[src/rtl/core/tccw_pkg.sv]
// Shared types, codes and defaults of the text console character writer.
// No dependencies; imported by every module of the block.
`timescale 1ns / 1ps
`default_nettype none

package tccw_pkg;

    localparam int POS_W           = 11;
    localparam int ENTRY_W         = 16;
    localparam int COLOR_W         = 4;
    localparam int CHAR_W          = 8;
    localparam int KIND_W          = 2;
    localparam int CFG_IDX_W       = 1;
    localparam int S_TDATA_W       = 8;
    localparam int M_TDATA_W       = 40;
    localparam int LIN_W           = 16;

    localparam int DEFAULT_COLUMNS = 80;
    localparam int DEFAULT_ROWS    = 25;
    localparam int DEFAULT_QDEPTH  = 4;

    localparam logic [COLOR_W-1:0] FG_RESET = 4'd7;
    localparam logic [COLOR_W-1:0] BG_RESET = 4'd0;

    localparam logic [CFG_IDX_W-1:0] CFG_FG = 1'b0;
    localparam logic [CFG_IDX_W-1:0] CFG_BG = 1'b1;

    localparam logic REQ_PUT   = 1'b0;
    localparam logic REQ_CLEAR = 1'b1;

    localparam logic [CHAR_W-1:0] CH_NULL      = 8'h00;
    localparam logic [CHAR_W-1:0] CH_BACKSPACE = 8'h08;
    localparam logic [CHAR_W-1:0] CH_NEWLINE   = 8'h0A;
    localparam logic [CHAR_W-1:0] CH_SPACE     = 8'h20;

    localparam logic [KIND_W-1:0] KIND_CELL   = 2'd0;
    localparam logic [KIND_W-1:0] KIND_CURSOR = 2'd1;
    localparam logic [KIND_W-1:0] KIND_CLEAR  = 2'd2;

    // Command opcodes handed from front to back
    localparam logic [1:0] OP_CHAR   = 2'd0;
    localparam logic [1:0] OP_CURSOR = 2'd1;
    localparam logic [1:0] OP_CLEAR  = 2'd2;

    typedef struct packed {
        logic [1:0]         op;
        logic [POS_W-1:0]   addr;
        logic [ENTRY_W-1:0] entry;
        logic [POS_W-1:0]   pos;
    } cmd_t;

    typedef struct packed {
        logic full;
        logic empty;
    } q_status_t;

endpackage

`default_nettype wire

[src/rtl/core/tccw_front.sv]
// Front end: takes request beats and config writes, tracks the cursor,
// builds one command per request other than a null character. Depends on tccw_pkg.
`timescale 1ns / 1ps
`default_nettype none

module tccw_front
    import tccw_pkg::*;
#(
    parameter int COLUMNS = DEFAULT_COLUMNS,
    parameter int ROWS    = DEFAULT_ROWS
) (
    input  wire logic                  aclk,
    input  wire logic                  aresetn,
    input  wire logic                  s_tvalid,
    output      logic                  s_tready,
    input  wire logic [S_TDATA_W-1:0]  s_tdata,
    input  wire logic                  s_tuser,
    input  wire logic                  cfg_valid,
    output      logic                  cfg_ready,
    input  wire logic [CFG_IDX_W-1:0]  cfg_index,
    input  wire logic [COLOR_W-1:0]    cfg_data,
    input  wire q_status_t             q_status,
    output      logic                  push,
    output      cmd_t                  push_cmd
);

    localparam int COL_W = $clog2(COLUMNS + 1);
    localparam int ROW_W = $clog2(ROWS);

    logic [COL_W-1:0]   col_reg, col_next;
    logic [ROW_W-1:0]   row_reg, row_next;
    logic [COLOR_W-1:0] fg_reg, fg_next;
    logic [COLOR_W-1:0] bg_reg, bg_next;

    logic               accept;
    logic [COL_W-1:0]   cell_col;
    logic [ROW_W-1:0]   cell_row;
    logic [ROW_W-1:0]   row_inc;
    logic [CHAR_W-1:0]  entry_char;
    logic [1:0]         op;
    logic               bump;
    logic [LIN_W-1:0]   lin;
    logic [LIN_W-1:0]   pos_lin;

    assign s_tready  = !q_status.full;
    assign cfg_ready = 1'b1;
    assign accept    = s_tvalid && s_tready;

    always_comb begin
        fg_next = fg_reg;
        bg_next = bg_reg;
        if (cfg_valid) begin
            case (cfg_index)
                CFG_FG:  fg_next = cfg_data;
                CFG_BG:  bg_next = cfg_data;
                default: ;
            endcase
        end
    end

    always_comb begin
        row_inc    = (row_reg == ROW_W'(ROWS - 1)) ? '0 : row_reg + 1'b1;
        col_next   = col_reg;
        row_next   = row_reg;
        cell_col   = col_reg;
        cell_row   = row_reg;
        entry_char = s_tdata;
        op         = OP_CURSOR;
        bump       = 1'b0;
        push       = 1'b0;
        if (accept) begin
            if (s_tuser == REQ_CLEAR) begin
                col_next   = '0;
                row_next   = '0;
                op         = OP_CLEAR;
                entry_char = CH_SPACE;
                push       = 1'b1;
            end else begin
                case (s_tdata)
                    CH_NULL: ;
                    CH_BACKSPACE: begin
                        if (col_reg != '0) begin
                            cell_col = col_reg - 1'b1;
                        end else if (row_reg != '0) begin
                            cell_row = row_reg - 1'b1;
                            cell_col = COL_W'(COLUMNS - 1);
                        end
                        col_next   = cell_col;
                        row_next   = cell_row;
                        op         = OP_CHAR;
                        entry_char = CH_SPACE;
                        push       = 1'b1;
                    end
                    CH_NEWLINE: begin
                        cell_col = '0;
                        cell_row = row_inc;
                        col_next = cell_col;
                        row_next = cell_row;
                        op       = OP_CURSOR;
                        push     = 1'b1;
                    end
                    default: begin
                        // wrap to the next row before writing
                        if (col_reg >= COL_W'(COLUMNS)) begin
                            cell_col = '0;
                            cell_row = row_inc;
                        end
                        col_next = cell_col + 1'b1;
                        row_next = cell_row;
                        bump     = 1'b1;
                        op       = OP_CHAR;
                        push     = 1'b1;
                    end
                endcase
            end
        end
        lin     = LIN_W'(cell_row) * LIN_W'(COLUMNS) + LIN_W'(cell_col);
        pos_lin = lin + LIN_W'(bump);
    end

    always_comb begin
        push_cmd.op    = op;
        push_cmd.addr  = (op == OP_CHAR) ? lin[POS_W-1:0] : '0;
        push_cmd.entry = {bg_reg, fg_reg, entry_char};
        push_cmd.pos   = (op == OP_CLEAR) ? '0 : pos_lin[POS_W-1:0];
    end

    always_ff @(posedge aclk) begin
        if (!aresetn) begin
            col_reg <= '0;
            row_reg <= '0;
            fg_reg  <= FG_RESET;
            bg_reg  <= BG_RESET;
        end else begin
            col_reg <= col_next;
            row_reg <= row_next;
            fg_reg  <= fg_next;
            bg_reg  <= bg_next;
        end
    end

endmodule

`default_nettype wire

[src/rtl/core/tccw_queue.sv]
// Short register queue of commands between front and back.
// Depends on tccw_pkg for the command type and status struct.
`timescale 1ns / 1ps
`default_nettype none

module tccw_queue
    import tccw_pkg::*;
#(
    parameter int DEPTH = DEFAULT_QDEPTH
) (
    input  wire logic      aclk,
    input  wire logic      aresetn,
    input  wire logic      push,
    input  wire cmd_t      push_cmd,
    input  wire logic      pop,
    output      cmd_t      head,
    output      q_status_t status
);

    localparam int PTR_W = $clog2(DEPTH);
    localparam int CNT_W = $clog2(DEPTH + 1);

    cmd_t             slot_reg [DEPTH];
    logic [PTR_W-1:0] wr_reg, wr_next;
    logic [PTR_W-1:0] rd_reg, rd_next;
    logic [CNT_W-1:0] cnt_reg, cnt_next;

    assign head         = slot_reg[rd_reg];
    assign status.full  = (cnt_reg == CNT_W'(DEPTH));
    assign status.empty = (cnt_reg == '0);

    always_comb begin
        wr_next  = wr_reg;
        rd_next  = rd_reg;
        cnt_next = cnt_reg;
        if (push) begin
            wr_next = (wr_reg == PTR_W'(DEPTH - 1)) ? '0 : wr_reg + 1'b1;
        end
        if (pop) begin
            rd_next = (rd_reg == PTR_W'(DEPTH - 1)) ? '0 : rd_reg + 1'b1;
        end
        if (push && !pop) begin
            cnt_next = cnt_reg + 1'b1;
        end else if (pop && !push) begin
            cnt_next = cnt_reg - 1'b1;
        end
    end

    always_ff @(posedge aclk) begin
        if (push) begin
            slot_reg[wr_reg] <= push_cmd;
        end
    end

    always_ff @(posedge aclk) begin
        if (!aresetn) begin
            wr_reg  <= '0;
            rd_reg  <= '0;
            cnt_reg <= '0;
        end else begin
            wr_reg  <= wr_next;
            rd_reg  <= rd_next;
            cnt_reg <= cnt_next;
        end
    end

endmodule

`default_nettype wire

[src/rtl/core/tccw_back.sv]
// Back end: expands queued commands into result beats held in an
// output register. Depends on tccw_pkg.
`timescale 1ns / 1ps
`default_nettype none

module tccw_back
    import tccw_pkg::*;
(
    input  wire logic                 aclk,
    input  wire logic                 aresetn,
    input  wire cmd_t                 head,
    input  wire q_status_t            q_status,
    output      logic                 pop,
    output      logic                 m_tvalid,
    input  wire logic                 m_tready,
    output      logic [M_TDATA_W-1:0] m_tdata,
    output      logic [KIND_W-1:0]    m_tuser,
    output      logic                 m_tlast
);

    logic               valid_reg, valid_next;
    logic               phase_reg, phase_next;
    logic [KIND_W-1:0]  kind_reg, kind_next;
    logic [POS_W-1:0]   addr_reg, addr_next;
    logic [ENTRY_W-1:0] entry_reg, entry_next;
    logic [POS_W-1:0]   pos_reg, pos_next;
    logic               last_reg, last_next;

    logic load;
    logic final_beat;

    assign load = (!valid_reg || m_tready) && !q_status.empty;

    always_comb begin
        final_beat = 1'b1;
        kind_next  = KIND_CURSOR;
        addr_next  = '0;
        entry_next = '0;
        pos_next   = head.pos;
        last_next  = 1'b1;
        case (head.op)
            OP_CHAR: begin
                if (!phase_reg) begin
                    final_beat = 1'b0;
                    kind_next  = KIND_CELL;
                    addr_next  = head.addr;
                    entry_next = head.entry;
                    pos_next   = '0;
                    last_next  = 1'b0;
                end
            end
            OP_CLEAR: begin
                kind_next  = KIND_CLEAR;
                entry_next = head.entry;
                pos_next   = '0;
            end
            default: ;
        endcase
        pop        = load && final_beat;
        phase_next = load ? !final_beat : phase_reg;
        valid_next = load ? 1'b1 : (m_tready ? 1'b0 : valid_reg);
    end

    always_ff @(posedge aclk) begin
        if (!aresetn) begin
            valid_reg <= 1'b0;
            phase_reg <= 1'b0;
        end else begin
            valid_reg <= valid_next;
            phase_reg <= phase_next;
        end
    end

    always_ff @(posedge aclk) begin
        if (load) begin
            kind_reg  <= kind_next;
            addr_reg  <= addr_next;
            entry_reg <= entry_next;
            pos_reg   <= pos_next;
            last_reg  <= last_next;
        end
    end

    assign m_tvalid = valid_reg;
    assign m_tuser  = kind_reg;
    assign m_tlast  = last_reg;
    assign m_tdata  = {(M_TDATA_W - 2 * POS_W - ENTRY_W)'(0), pos_reg, entry_reg, addr_reg};

endmodule

`default_nettype wire

[src/rtl/core/text_console_char_writer_top.sv]
// Top level of the text console character writer: front, command queue, back.
// Depends on tccw_pkg, tccw_front, tccw_queue and tccw_back.
`timescale 1ns / 1ps
`default_nettype none

// Keeps a text-screen cursor and turns each request beat into result beats:
// a printable character or backspace gives a cell write then a cursor update
// (two beats, tlast on the second), a newline gives a cursor update, a clear
// gives one clear-fill beat, and a null character gives nothing. Results
// leave through a one-beat output register at one beat per cycle while
// m_tready is high and commands are queued; the first result beat of a
// request passes through the command queue and then the output register.
// A command queue of QUEUE_DEPTH entries (four by default) lets the input
// keep going while results are stalled. Color writes on the config port
// apply to requests taken afterwards and are always ready.
module text_console_char_writer_top
    import tccw_pkg::*;
#(
    parameter int COLUMNS     = DEFAULT_COLUMNS,
    parameter int ROWS        = DEFAULT_ROWS,
    parameter int QUEUE_DEPTH = DEFAULT_QDEPTH
) (
    input  wire logic                 aclk,
    input  wire logic                 aresetn,
    input  wire logic                 s_tvalid,
    output      logic                 s_tready,
    input  wire logic [S_TDATA_W-1:0] s_tdata,   // [7:0] char_code
    input  wire logic                 s_tuser,   // [0] req_type
    output      logic                 m_tvalid,
    input  wire logic                 m_tready,
    output      logic [M_TDATA_W-1:0] m_tdata,   // [10:0] cell_address,
                                                 // [26:11] cell_entry,
                                                 // [37:27] cursor_position
    output      logic [KIND_W-1:0]    m_tuser,   // [1:0] result_kind
    output      logic                 m_tlast,
    input  wire logic                 cfg_valid,
    output      logic                 cfg_ready,
    input  wire logic [CFG_IDX_W-1:0] cfg_index,
    input  wire logic [COLOR_W-1:0]   cfg_data
);

    q_status_t q_status;
    logic      push;
    logic      pop;
    cmd_t      push_cmd;
    cmd_t      head;

    tccw_front #(
        .COLUMNS (COLUMNS),
        .ROWS    (ROWS)
    ) u_front (
        .aclk      (aclk),
        .aresetn   (aresetn),
        .s_tvalid  (s_tvalid),
        .s_tready  (s_tready),
        .s_tdata   (s_tdata),
        .s_tuser   (s_tuser),
        .cfg_valid (cfg_valid),
        .cfg_ready (cfg_ready),
        .cfg_index (cfg_index),
        .cfg_data  (cfg_data),
        .q_status  (q_status),
        .push      (push),
        .push_cmd  (push_cmd)
    );

    tccw_queue #(
        .DEPTH (QUEUE_DEPTH)
    ) u_queue (
        .aclk     (aclk),
        .aresetn  (aresetn),
        .push     (push),
        .push_cmd (push_cmd),
        .pop      (pop),
        .head     (head),
        .status   (q_status)
    );

    tccw_back u_back (
        .aclk     (aclk),
        .aresetn  (aresetn),
        .head     (head),
        .q_status (q_status),
        .pop      (pop),
        .m_tvalid (m_tvalid),
        .m_tready (m_tready),
        .m_tdata  (m_tdata),
        .m_tuser  (m_tuser),
        .m_tlast  (m_tlast)
    );

endmodule

`default_nettype wire

[config.mk]
export PLATFORM = sky130hd
export DESIGN_NAME = text_console_char_writer_top
export DESIGN_NICKNAME = d
export VERILOG_FILES = /design/src/rtl/core/tccw_pkg.sv /design/src/rtl/core/tccw_front.sv /design/src/rtl/core/tccw_queue.sv /design/src/rtl/core/tccw_back.sv /design/src/rtl/core/text_console_char_writer_top.sv
export SDC_FILE = /design/constraint.sdc
export NUM_CORES = 1
export LEC_CHECK = 0
export BUFFER_PORTS_ARGS = -buffer_cell sky130_fd_sc_hd__buf_4
export CAP_MARGIN = 30
export CORE_MARGIN = 3
export CORE_UTILIZATION = 47
export DETAILED_ROUTE_END_ITERATION = 7
export SETUP_SLACK_MARGIN = 0.3
export SYNTH_ARGS = -nofsm -noshare
export SYNTH_HDL_FRONTEND = slang
export SYNTH_HIERARCHICAL = 1
export SYNTH_SLANG_ARGS = --single-unit
[constraint.sdc]
create_clock -name aclk -period 13 [get_ports aclk]
set_clock_uncertainty 0.1 [all_clocks]
set_input_delay 1.95 -clock aclk [delete_from_list [all_inputs] [get_ports aclk]]
set_output_delay 1.95 -clock aclk [all_outputs]
set_load 0.05 [all_outputs]
======== After elaboration in Yosys (flattened, before gate mapping) ========
Memories as Yosys holds them, arrays and structs flattened. A register that Yosys moved wholly into a read port is not among the register bits.
Cells that the tools add are included.
word-level totals
  output and inout bits ................... 46
  word-level logic and storage cells ...... 115
  bits in writable memories ............... 160
  flip-flop bits (word level) ............. 70
  input bits .............................. 19
  memories kept ........................... 1
memories
  memory            depth  width  rd ports  clocked after memory_dff  write ports  RTL line          source
  u_queue.slot_reg  4      40     1         1                         1            tccw_queue.sv:23  cmd_t slot_reg [DEPTH];
operators by class
  reduce and logical (&&, ||, !) cells .... 26
  bitwise operators ....................... 2
  order comparisons ....................... 1
  multiplexer cells ....................... 51
  add/subtract/negate cells ............... 10
  eq/ne operators ......................... 9
  multiply operators ...................... 1
operators by type and width
  operator                                                  number
  two-way mux 7 bit                                         9
  case mux 7 bit (3 select lines)                           2
  two-way mux 5 bit                                         7
  two-way mux 11 bit                                        3
  case mux 16 bit (2 select lines)                          1
  two-way mux 8 bit                                         3
  case mux 11 bit (2 select lines)                          1
  == test 8 x 4 -> 1 bit, second input constant             2
  two-way mux 16 bit                                        1
  case mux 5 bit (3 select lines)                           1
  two-way mux 1 bit                                         14
  two-way mux 2 bit                                         6
  adder 11 x 1 -> 11 bit                                    1
  adder 11 x 7 -> 11 bit                                    1
  == test 2 bit, second input constant                      4
  logical NOT 8 bit                                         1
  adder 7 x 1 -> 7 bit, second input constant               1
  greater-or-equal comparator 7 bit, second input constant  1
  multiplier 5 x 3 -> 7 bit, second input constant          1
  nonzero test 7 bit                                        1
  subtractor 7 x 1 -> 7 bit, second input constant          1
  logical NOT 1 bit                                         6
  two-way mux 3 bit                                         2
  AND reduction 2 bit                                       3
  other kinds (18)                                          27

======== Longest topological paths before layout ========
Gate-level depths: netlist of the first run.
  word-level depth ........................ 11
  mapped depth ............................ 19

======== Hierarchy ========
The synthesis of the first run kept the hierarchy.
by module, submodules not included
  module      sequential area each (µm²)  area an instance (µm²)  cells each  times used
  tccw_queue  4984.8                      6274.8                  253         1
  tccw_front  400.4                       2896.5                  411         1
  tccw_back   1271.2                      1656.6                  101         1

======== Worst setup path after synthesis of the first run ========
No wires, ideal clock.
  kind .................................... input port to flip-flop
  from .................................... input s_tdata[2]
  to ...................................... memory u_queue/slot_reg[0][10] (netlist name) (data pin)
  data required time ...................... 12.618 ns
  cell stages on the path ................. 14
  path slack .............................. 7.235 ns
  arrival time ............................ 5.383 ns
  cells stage by stage .................... nor4_2 > nand2_1 > a221oi_1 > a221o_1 > o21ai_0 > ha_1 > ha_1 > inv_1 > fa_1 > nand2b_1 > or3_1 > and2_1 > o41ai_1 > mux2i_1
RTL lines
  what                RTL line                            source
  start: declaration  text_console_char_writer_top.sv:27  input wire logic [S_TDATA_W-1:0] s_tdata,
  end: declaration    tccw_queue.sv:23

==> impl_metrics.py, run 1 <==
metrics = {
    "critical_path": {
        "rr_startpoint": "u_front/row_reg[1]",
        "cp_max_fo": 9,
        "startpoint": "s_tdata[2]",
        "path_cells": "buf_4 -> nor4_2 -> nand3_1 -> a221o_1 -> o21ai_0 -> ha_1 -> ha_1 -> inv_1 -> fa_1 -> nand2b_1 -> or3_1 -> a2111oi_0 -> nand4b_1 -> mux2i_1",
        "cp_slowest_cell": "nor4_2",
        "endpoint_kind": "flip-flop",
        "path_delay_family": "simple AND/OR/NAND/NOR gates",
        "arrival_ns": 6.53,
        "crit_top_cell": "ha_1",
        "crit_required_ns": 13.21,
        "path_buf_inv": 2,
        "path_class": "in -> reg",
        "max_stage_delay_ns": 0.56,
        "worst_setup_path_start_kind": "input port",
    },
    "logic_synthesis": {
        "ys_seq_elements": 232,
        "yosys.area.top_type": "edfxtp_1",
        "yosys.area.top_type_share": 0.5574,
        "synth_edf_count": 201,
        "yosys_warnings": 6,
        "synth_area_leaders": "edfxtp_1 56%, mux4_2 8.3%, dfxtp_1 5.7%, ha_1 2.7%, and2_1 2.4%",
        "synth_cell_types": 83,
        "ys_seq_area_frac": 0.6147,
        "synth_area_per_cell_um2": 14.15,
        "synth_cells": 765,
        "synth_area_mm2": 0.01083,
        "synthFlopType": "edfxtp_1",
        "async_flop_share": 0,
    },
    "routing": {
        "drtAntennaViolNets": 0,
        "wl_um": 24200,
        "post_drt_wl_per_cell_um": 21.47,
        "num_vias": 6574,
        "drt-initial-drc-count": 466,
        "vias_per_cell": 5.833,
        "firstDrtPassIters": 5,
        "drcViolationCount": 0,
    },
    "power_and_ir_drop": {
        "sw_frac_of_total": 0.3284,
        "combPwrFrac": 0.299,
        "internal_power_mw": 1.665,
        "clock_power_share": 0.293,
        "p_total_mw": 2.479,
        "power.leakage_nw": 4.287,
        "p_sw_mw": 0.8141,
        "ir_drop_mv": 0.1174,
        "pwr-share-seq": 0.408,
        "p_per_area_mw_per_mm2": 200.7,
    },
    "hold_path": {
        "worstHoldStart": "u_front/bg_reg[2]",
        "hp-class": "reg -> reg",
    },
    "layout": {
        "nets": 873,
        "n_antenna_cell": 0,
        "fin_cells": 1127,
        "drive_gt1_frac": 0.2078,
        "finalInstanceArea_mm2": 0.01235,
        "fillerInstances": 1800,
        "area_delta_synth_final_pct": 14.07,
        "largest_register_ffs": 160,
    },
    "sta": {
        "setup_tns_ns": 0,
        "drv_slew": 0,
        "slew_headroom": 0.4378,
        "fin_crit_ns": 6.323,
        "hold_violations": 0,
        "fin_crit_sh": 0.4864,
        "rsz0062_at_grt": "no",
        "fmax_ghz": 0.1581,
        "fin_ws_ns": 6.677,
        "worst_slew_pin_slew_ns": 0.8434,
        "finalSetupViolCount": 0,
    },
    "floorplanning": {
        "io_pins": 65,
        "std_cell_rows": 54,
        "core-area_mm2": 0.02223,
        "die_h_um": 157.8,
        "initial_core_util": 0.4871,
        "die_area_mm2": 0.02489,
        "dieWidth_um": 157.8,
    },
    "cts": {
        "ctsHoldBuffers": 0,
        "numCtsBuffers": 25,
        "clkTransAtPathRegs_ns": 0.06,
        "cts_resized": 0,
        "tritoncts": "done",
        "insertion_delay_ns": 0.52,
        "clockBufferDepth": 3,
        "ctsRootBufferMaster": "clkbuf_16",
        "htree_levels": 1,
        "post-cts-setup-buffer-count": 0,
        "cts_sinks": 232,
    },
    "placed_design": {
        "gp_congestion": 0.8977,
        "place_ws_ns": 6.347,
        "io_buffer_count": 61,
        "dp_hpwl_um": 16110,
        "placed_area_mm2": 0.01149,
        "placed_cells": 1081,
    },
    "global_routing": {
        "grt_pass1_vias": 6736,
        "antenna_found_initial": 0,
        "grt_pass1_wl_um": 38250,
        "grt_max_degree": 42,
        "grt_overflow": 0,
        "grt.total_usage": 0.1964,
    },
    "run": {
        "drv_cap": 0,
    },
    "status": {
        "status": "complete, no violations",
    },
}
==> placed cells by master (no fill, tap or decap), types with 6 or more instances in the layout <==
cell         n
a21boi_0     8
a21boi_1     9
a21oi_1     22
and2_1      38
and2b_1      7
buf_4       70
clkbuf_16   25
dfxtp_1     30
edfxtp_1   201
ha_1        23
inv_1       24
mux2i_1     14
mux4_2      40
nand2_1     47
nand2b_1     7
nand3_1     20
nor2_1      41
nor2b_1     19
nor3_1      14
o21ai_0     17
o21ai_1     14
o31ai_1      8
xnor2_1     11
xor2_1       6
==> final timing paths <==
path / slack, ns / cells past startpoint / to
worst max register to register: 7.63 / 17 / u_queue/slot_reg[3][10]
worst min-delay path: 0.42 / 0 / u_queue/slot_reg[0][25]
worst min register to register: 0.42 / 0 / u_queue/slot_reg[0][25]
worst max-delay path: 6.68 / 14 / u_queue/slot_reg[3][10]
==> cells in the mapped netlist (4+ instances only) <==
| cell type | number |
|---|---|
| a21boi_0 | 8 |
| a21boi_1 | 9 |
| a21oi_1 | 22 |
| a22o_1 | 4 |
| a22oi_1 | 5 |
| a31oi_1 | 5 |
| and2_1 | 42 |
| and2b_1 | 7 |
| buf_12 | 4 |
| buf_2 | 8 |
| buf_4 | 4 |
| buf_6 | 4 |
| clkbuf_1 | 16 |
| dfxtp_1 | 31 |
| edfxtp_1 | 201 |
| ha_1 | 23 |
| inv_1 | 24 |
| mux2i_1 | 14 |
| mux4_2 | 40 |
| nand2_1 | 47 |
| nand2b_1 | 7 |
| nand3_1 | 20 |
| nor2_1 | 42 |
| nor2b_1 | 19 |
| nor3_1 | 14 |
| o21ai_0 | 17 |
| o21ai_1 | 14 |
| o22ai_1 | 4 |
| o31ai_1 | 8 |
| or3_1 | 4 |
| xnor2_1 | 11 |
| xor2_1 | 6 |
==> power groups by stage <==
| stage | sequential (mW) | combinational [mW] | clock (mW) |
|---|---|---|---|
| final | 1.01 | 0.740 | 0.727 |
| after global routing | 1.02 | 0.794 | 0.776 |
| after CTS | 1.01 | 0.756 | 0.746 |
| after detailed placement | 1.03 | 0.754 | 0 |
| after global placement | 1.02 | 0.746 | 0 |
| after floorplan | 1.26 | 0.321 | 0 |
==> final cells by class <==
type | instances | area, um2 | area share
sequential | 232 | 6658 | 0.5390
tap | 280 | 350.3 | 0.02836
inverter | 27 | 101.3 | 0.008205
multi-input combinational | 470 | 3827 | 0.3099
clock inverter | 18 | 211.5 | 0.01712
timing repair buffer | 72 | 556.8 | 0.04508
clock buffer | 28 | 646.9 | 0.05237
==> routing by layer <==
layer / part of all wire / track usage
met5: 0 / 0
met4: 0.023 / 0.04752
met3: 0.041 / 0.02570
met2: 0.48 / 0.3279
met1: 0.45 / 0.2767
==> kinds of logic (layout without fill, tap and decap cells) <==
logic type | count (synthesis) | count (layout) | share of synthesized area
AOI/OAI and AO/OA | 134 | 134 | 0.08782
other | 2 | 3 | 0.0006936
and+or+nand+nor | 235 | 235 | 0.1204
adders and majority gates | 26 | 26 | 0.03212
DFF | 232 | 232 | 0.6147
muxes | 55 | 55 | 0.09718
buffers and inverters | 64 | 145 | 0.03328
xor gates and xnor gates | 17 | 17 | 0.01375
==> metrics by stage <==
stage	hold slack, ns	utilization
2_1_floorplan	0.3599	-
3_3_place_gp	0.3756	0.5156
6_report	0.4200	0.5557
3_5_place_dp	0.4030	0.5171
5_1_grt	0.4352	0.5557
4_1_cts	0.4203	0.5557
Power figures use the tool's default switching activity.
==> inputs of run 2 (changes only) <==
- ABC_AREA: unset -> 1
- clock period: 13 -> 5.9 ns (I/O delays scaled with it)
==> run 2 against run 1 <==
Against the previous run: synthesized cell count is 41% higher; flip-flop and latch count unchanged; utilization decreased by 1.4 points.
==> impl_metrics.py, run 2 <==
metrics = {
    "hold_path": {
        "holdPathEnd": "u_front/col_reg[0]",
        "hp-class": "reg -> reg",
        "worstHoldStart": "u_front/col_reg[0]",
        "min_path_cells": 2,
    },
    "logic_synthesis": {
        "synthFlopType": "edfxtp_1",
        "yosys_warnings": 6,
        "ys_seq_area_frac": 0.6047,
        "synth_area_per_cell_um2": 10.23,
        "synth_area_leaders": "edfxtp_1 55%, nor2_1 6.3%, dfxtp_1 5.6%, nand2_1 4.9%, inv_1 4.3%",
        "async_flop_share": 0,
        "yosys.area.top_type": "edfxtp_1",
        "ys_seq_elements": 232,
        "synth_area_mm2": 0.01101,
        "synth_cell_types": 42,
        "synth_most_common_cell": "edfxtp_1",
        "yosys.area.top_type_share": 0.5483,
        "synthTopCellsByCount": "201 x edfxtp_1, 185 x nor2_1, 143 x nand2_1, 127 x inv_1, 70 x o21ai_0",
        "synth_edf_count": 201,
        "synth_cells": 1076,
    },
    "power_and_ir_drop": {
        "p_per_area_mw_per_mm2": 462.1,
        "ir_drop_mv": 0.2550,
        "power.leakage_nw": 4.969,
    },
    "routing": {
        "drt-initial-drc-count": 646,
        "drcViolationCount": 0,
        "post_drt_wl_per_cell_um": 17.00,
        "vias_per_cell": 5.215,
        "wl_um": 24870,
        "drtAntennaViolNets": 0,
        "num_vias": 7630,
        "firstDrtPassIters": 5,
    },
    "critical_path": {
        "crit_required_ns": 6.12,
        "r2r_end": "u_queue/slot_reg[2][9]",
        "crit_top_cell": "inv_1",
        "worst_setup_path_start_kind": "flip-flop",
        "cp_max_fo": 15,
        "path_cells": "nor3_1 -> inv_2 -> nand2_2 -> nor2_4 -> inv_1 -> nor2_1 -> o211ai_1 -> o211ai_1 -> ha_1 -> ha_1 -> inv_1 -> or2_2 -> a21oi_1 -> xor2_1 -> inv_1 -> nand2_1 -> nor3_1 -> nand3_1 -> nand2_1 -> a21oi_1",
        "arrival_ns": 4.60,
        "path_class": "reg -> reg",
        "rrSetupSlack_ns": 1.52,
        "max_stage_delay_ns": 0.41,
        "cp_slowest_cell": "dfxtp_1",
        "rr_startpoint": "u_queue/cnt_reg[0]",
        "endpoint_kind": "flip-flop",
        "rr_worst_depth": 20,
    },
    "layout": {
        "largest_register_ffs": 160,
        "nets": 1176,
        "drive_gt1_frac": 0.1461,
        "fillerInstances": 2083,
        "multi_input_area_mm2": 0.003435,
        "seq_area_mm2": 0.006658,
        "final_common_cell": "edfxtp_1",
        "utilization": 0.5419,
        "n_antenna_cell": 0,
        "mostFrequentLayoutCells": "201 x edfxtp_1, 185 x nor2_1, 143 x nand2_1",
        "area_delta_synth_final_pct": 12.47,
    },
    "sta": {
        "setup_tns_ns": 0,
        "slew_headroom": 0.3941,
        "fin_crit_ns": 4.381,
        "worst_slew_pin_slew_ns": 0.9028,
        "fmax_ghz": 0.2282,
        "drv_slew": 0,
        "finalSetupViolCount": 0,
        "rsz0062_at_grt": "no",
        "hold_violations": 0,
        "fin_crit_sh": 0.7426,
    },
    "floorplanning": {
        "die_area_mm2": 0.02529,
        "std_cell_rows": 55,
        "io_pins": 65,
        "initial_core_util": 0.4818,
        "core-area_mm2": 0.02285,
        "dieWidth_um": 159.0,
        "die_h_um": 159.0,
    },
    "cts": {
        "insertion_delay_ns": 0.52,
        "numCtsBuffers": 26,
        "tritoncts": "done",
        "cts_resized": 0,
        "clockBufferDepth": 3,
        "cts_sinks": 232,
        "post-cts-setup-buffer-count": 0,
        "clkTransAtPathRegs_ns": 0.06,
        "htree_levels": 1,
        "ctsHoldBuffers": 0,
        "ctsRootBufferMaster": "clkbuf_16",
    },
    "global_routing": {
        "grt_pass1_wl_um": 39800,
        "grt.total_usage": 0.1942,
        "grt_pass1_vias": 7476,
        "grt_max_degree": 81,
        "antenna_found_initial": 0,
        "grt_overflow": 0,
    },
    "run": {
        "drv_cap": 0,
    },
    "placed_design": {
        "io_buffer_count": 61,
        "dp_hpwl_um": 15750,
        "gp_congestion": 0.8697,
    },
    "status": {
        "status": "complete, no violations",
    },
}
==> run 2: cell count changes after synthesis, moves of 37 or more <==
cell,previous run,this run
and2_1,42,0
nand2_1,47,143
o21ai_0,17,70
nor2_1,42,185
inv_1,24,127
o22ai_1,4,41
mux4_2,40,0
==> run 2: critical path: cells and delay by family (launching register included) <==
family / cells / cell delay, ns
buffers and inverters: 4 / 0.51
xor gates and xnor gates: 1 / 0.33
AOI/OAI and AO/OA: 4 / 0.75
adders and majority gates: 2 / 0.59
DFF: 1 / 0.41
and+or+nand+nor: 9 / 1.47
==> run 2: logic make-up after synthesis <==
| kind of cell | share of synthesized area |
|---|---|
| AOI/OAI and AO/OA | 0.1029 |
| xor gates and xnor gates | 0.006365 |
| adders and majority gates | 0.03160 |
| buffers and inverters | 0.08366 |
| DFF | 0.6047 |
| other | 0.0006822 |
| and+or+nand+nor | 0.1702 |
==> run 2: worst max-delay path by stage <==
stage / end / cells after the start / slack [ns] / start
after floorplan: u_queue/slot_reg[0][9] / 20 / 1.71 / s_tdata[6]
after global placement: u_queue/slot_reg[2][9] / 22 / 1.26 / s_tdata[6]
after detailed placement: u_queue/slot_reg[2][9] / 22 / 1.12 / s_tdata[6]
after CTS: u_queue/slot_reg[2][9] / 20 / 1.54 / u_queue/cnt_reg[0]
after global routing: u_queue/slot_reg[2][9] / 20 / 1.05 / u_queue/cnt_reg[0]
final: u_queue/slot_reg[2][9] / 20 / 1.52 / u_queue/cnt_reg[0]
==> run 2: metal layers <==
metal / part of all wire / track usage
met5: 0 / 0
met4: 0.023 / 0.05054
met2: 0.48 / 0.3351
met3: 0.054 / 0.02758
met1: 0.45 / 0.2599
==> run 2: power breakdown <==
part | total [mW] | internal, mW | leakage [nW] | switching (mW)
Clock | 1.56 | 0.934 | 0.415 | 0.624
Sequential | 2.28 | 2.19 | 2.11 | 0.0895
Combinational | 1.89 | 0.478 | 2.45 | 1.41
Total | 5.72 | 3.60 | 4.97 | 2.12
==> run 2: layout make-up <==
class,instances,area share
flip-flops and latches,232,0.5377
repair buffers,70,0.04245
clock inverters,15,0.01142
clock buffers,32,0.05680
multi-input cells,664,0.2774
well taps,313,0.03163
inverters,137,0.04255
==> run 2: metrics by stage <==
stage,cell area (um2),setup slack [ns],cells,power (mW),hold WS (ns)
after floorplan,11010,1.711,1077,3.740,0.3549
after global placement,11540,1.261,1416,4.192,0.3752
after detailed placement,11540,1.115,1416,4.208,0.3826
after CTS,12380,1.545,1463,5.779,0.3916
after global routing,12380,1.053,1463,6.017,0.4090
final,12380,1.519,1463,5.721,0.3922
==> inputs of run 3 (changes only) <==
- PLACE_DENSITY: unset -> 0.67
- clock period: 5.9 -> 4 ns (I/O delays scaled with it)
==> run 3 against run 2 <==
Against the previous run: global-route usage fell by 0.96 points; sequential share of layout area decreased by 1.9 points; non-clock buffer count up 49; critical path depth increased by 1.
==> impl_metrics.py, run 3 (synthesis results as in run 2) <==
metrics = {
    "status": {
        "status": "complete, no violations",
    },
    "routing": {
        "wl_um": 24040,
        "firstDrtPassIters": 5,
        "drtAntennaViolNets": 0,
        "drcViolationCount": 0,
        "drt-initial-drc-count": 672,
        "vias_per_cell": 5.160,
        "num_vias": 7787,
        "post_drt_wl_per_cell_um": 15.93,
    },
    "sta": {
        "worst_slew_pin_slew_ns": 0.7373,
        "holdWs_ns": 0.2309,
        "fmax_ghz": 0.2668,
        "rsz0062_at_grt": "yes",
        "hold_violations": 0,
        "fin_crit_sh": 0.9372,
        "fin_ws_ns": 0.2513,
        "fin_crit_ns": 3.749,
        "setup_tns_ns": 0,
        "slew_headroom": 0.5067,
        "finalSetupViolCount": 0,
        "drv_slew": 0,
    },
    "floorplanning": {
        "io_pins": 65,
        "die_h_um": 159.0,
        "std_cell_rows": 55,
        "die_area_mm2": 0.02529,
        "initial_core_util": 0.4818,
        "core-area_mm2": 0.02285,
        "dieWidth_um": 159.0,
    },
    "placed_design": {
        "dp_hpwl_um": 15470,
        "place_ws_ns": -0.06377,
        "io_buffer_count": 61,
        "gp_congestion": 0.9381,
    },
    "critical_path": {
        "path_class": "reg -> reg",
        "path_buf_inv": 4,
        "crit_required_ns": 4.12,
        "max_stage_delay_ns": 0.48,
        "worst_setup_path_start_kind": "flip-flop",
        "path_delay_family": "adder cells",
        "arrival_ns": 3.87,
        "endpoint_kind": "flip-flop",
        "cp_slowest_cell": "fa_2",
        "cp_max_fo": 4,
        "rr_worst_depth": 21,
        "cp_num_cells": 21,
        "path_cells": "inv_2 -> ha_4 -> nand2_2 -> nor2_4 -> buf_4 -> nand3_1 -> a32oi_1 -> o211ai_1 -> nand2_1 -> o21ai_2 -> ha_1 -> ha_2 -> inv_2 -> fa_2 -> xor2_2 -> inv_1 -> nand2_2 -> nor3_4 -> nand3_1 -> nand2_1 -> a21oi_2",
    },
    "global_routing": {
        "grt.total_usage": 0.1847,
        "grt_overflow": 0,
        "grt_pass1_wl_um": 38220,
        "antenna_found_initial": 0,
        "grt_max_degree": 81,
        "grt_pass1_vias": 7384,
    },
    "cts": {
        "tritoncts": "done",
        "numCtsBuffers": 25,
        "clkTransAtPathRegs_ns": 0.06,
        "ctsRootBufferMaster": "clkbuf_16",
        "cts_sinks": 232,
        "clockBufferDepth": 3,
        "insertion_delay_ns": 0.51,
        "htree_levels": 1,
    },
    "layout": {
        "area_delta_synth_final_pct": 16.84,
        "final_common_cell": "edfxtp_1",
        "n_antenna_cell": 0,
        "nets": 1224,
        "mostFrequentLayoutCells": "201 x edfxtp_1, 171 x nor2_1, 140 x nand2_1",
        "largest_register_ffs": 160,
        "drive_gt1_frac": 0.2166,
    },
    "power_and_ir_drop": {
        "p_sw_mw": 3.060,
        "internal_power_mw": 5.175,
        "p_per_area_mw_per_mm2": 640.3,
        "sw_frac_of_total": 0.3716,
        "ir_drop_mv": 0.3446,
        "power.leakage_nw": 5.199,
        "clock_power_share": 0.254,
        "combPwrFrac": 0.336,
        "p_total_mw": 8.236,
        "pwr-share-seq": 0.410,
    },
    "run": {
        "drv_cap": 0,
    },
    "hold_path": {
        "hp-class": "in -> reg",
        "min_path_cells": 3,
    },
}
## run 3: cell types whose count changed in the layout (fill, tap and decap cells not counted), sizes merged
cell and change:
clkinv +1, buf +49, bufinv -1, clkbuf -3
## run 3: layer usage
layer	up-vias	part of all wire	global-route usage
li1	3828	-	-
met3	31	0.059	0.02758
met1	3705	0.43	0.2483
met4	0	0.014	0.04059
met5	-	0	0
met2	223	0.50	0.3199
## run 3: final timing paths
path                 startpoint  slack, ns                endpoint
min reg2reg  u_front/col_reg[0]       0.39      u_front/col_reg[0]
max          u_front/col_reg[0]       0.25  u_queue/slot_reg[1][9]
min                 cfg_data[0]       0.23       u_front/fg_reg[0]
max reg2reg  u_front/col_reg[0]       0.25  u_queue/slot_reg[1][9]
## run 3: layout make-up
cell class                 count  area, um2
inverter                     137      526.8
sequential                   232       6668
fill                        1971       9985
clock inverter                15      105.1
clock buffer                  29      640.6
tap                          313      391.6
timing repair buffer         119      905.9
multi-input combinational    664       3625
## run 3: stage by stage
| step | utilization | cell area (um2) | std cells |
|---|---|---|---|
| final | 0.5630 | 12860 | 1509 |
| after detailed placement | 0.5191 | 11860 | 1453 |
| after global routing | 0.5630 | 12860 | 1509 |
| after floorplan | - | 11050 | 1077 |
| after CTS | 0.5541 | 12660 | 1499 |
| after global placement | 0.5191 | 11860 | 1453 |
## run 3: worst reg2reg max path, stage by stage, from the launching register on
cell	delay (ns)
dfxtp_2	0.33
inv_2	0.07
ha_4	0.14
nand2_2	0.06
nor2_4	0.17
buf_4	0.16
nand3_1	0.07
a32oi_1	0.20
o211ai_1	0.11
nand2_1	0.11
o21ai_2	0.08
ha_1	0.29
ha_2	0.18
inv_2	0.05
fa_2	0.48
xor2_2	0.21
inv_1	0.08
nand2_2	0.09
nor3_4	0.21
nand3_1	0.09
nand2_1	0.09
a21oi_2	0.07
## run 3: power groups by stage
| stage | clock network [mW] | logic [mW] | registers, mW |
|---|---|---|---|
| 6_report | 2.09 | 2.77 | 3.37 |
| 3_5_place_dp | 0 | 2.76 | 3.43 |
| 3_3_place_gp | 0 | 2.73 | 3.42 |
| 4_1_cts | 2.14 | 2.77 | 3.38 |
| 5_1_grt | 2.25 | 3.01 | 3.42 |
| 2_1_floorplan | 0 | 1.35 | 4.17 |
## run 3: what timing repair did
action,4_1_cts,5_1_grt
cloned,0,0
setup endpoints to repair,20,32
pin swaps,5,27
setup buffers,2,10
resized for setup,12,44
hold buffers,0,0
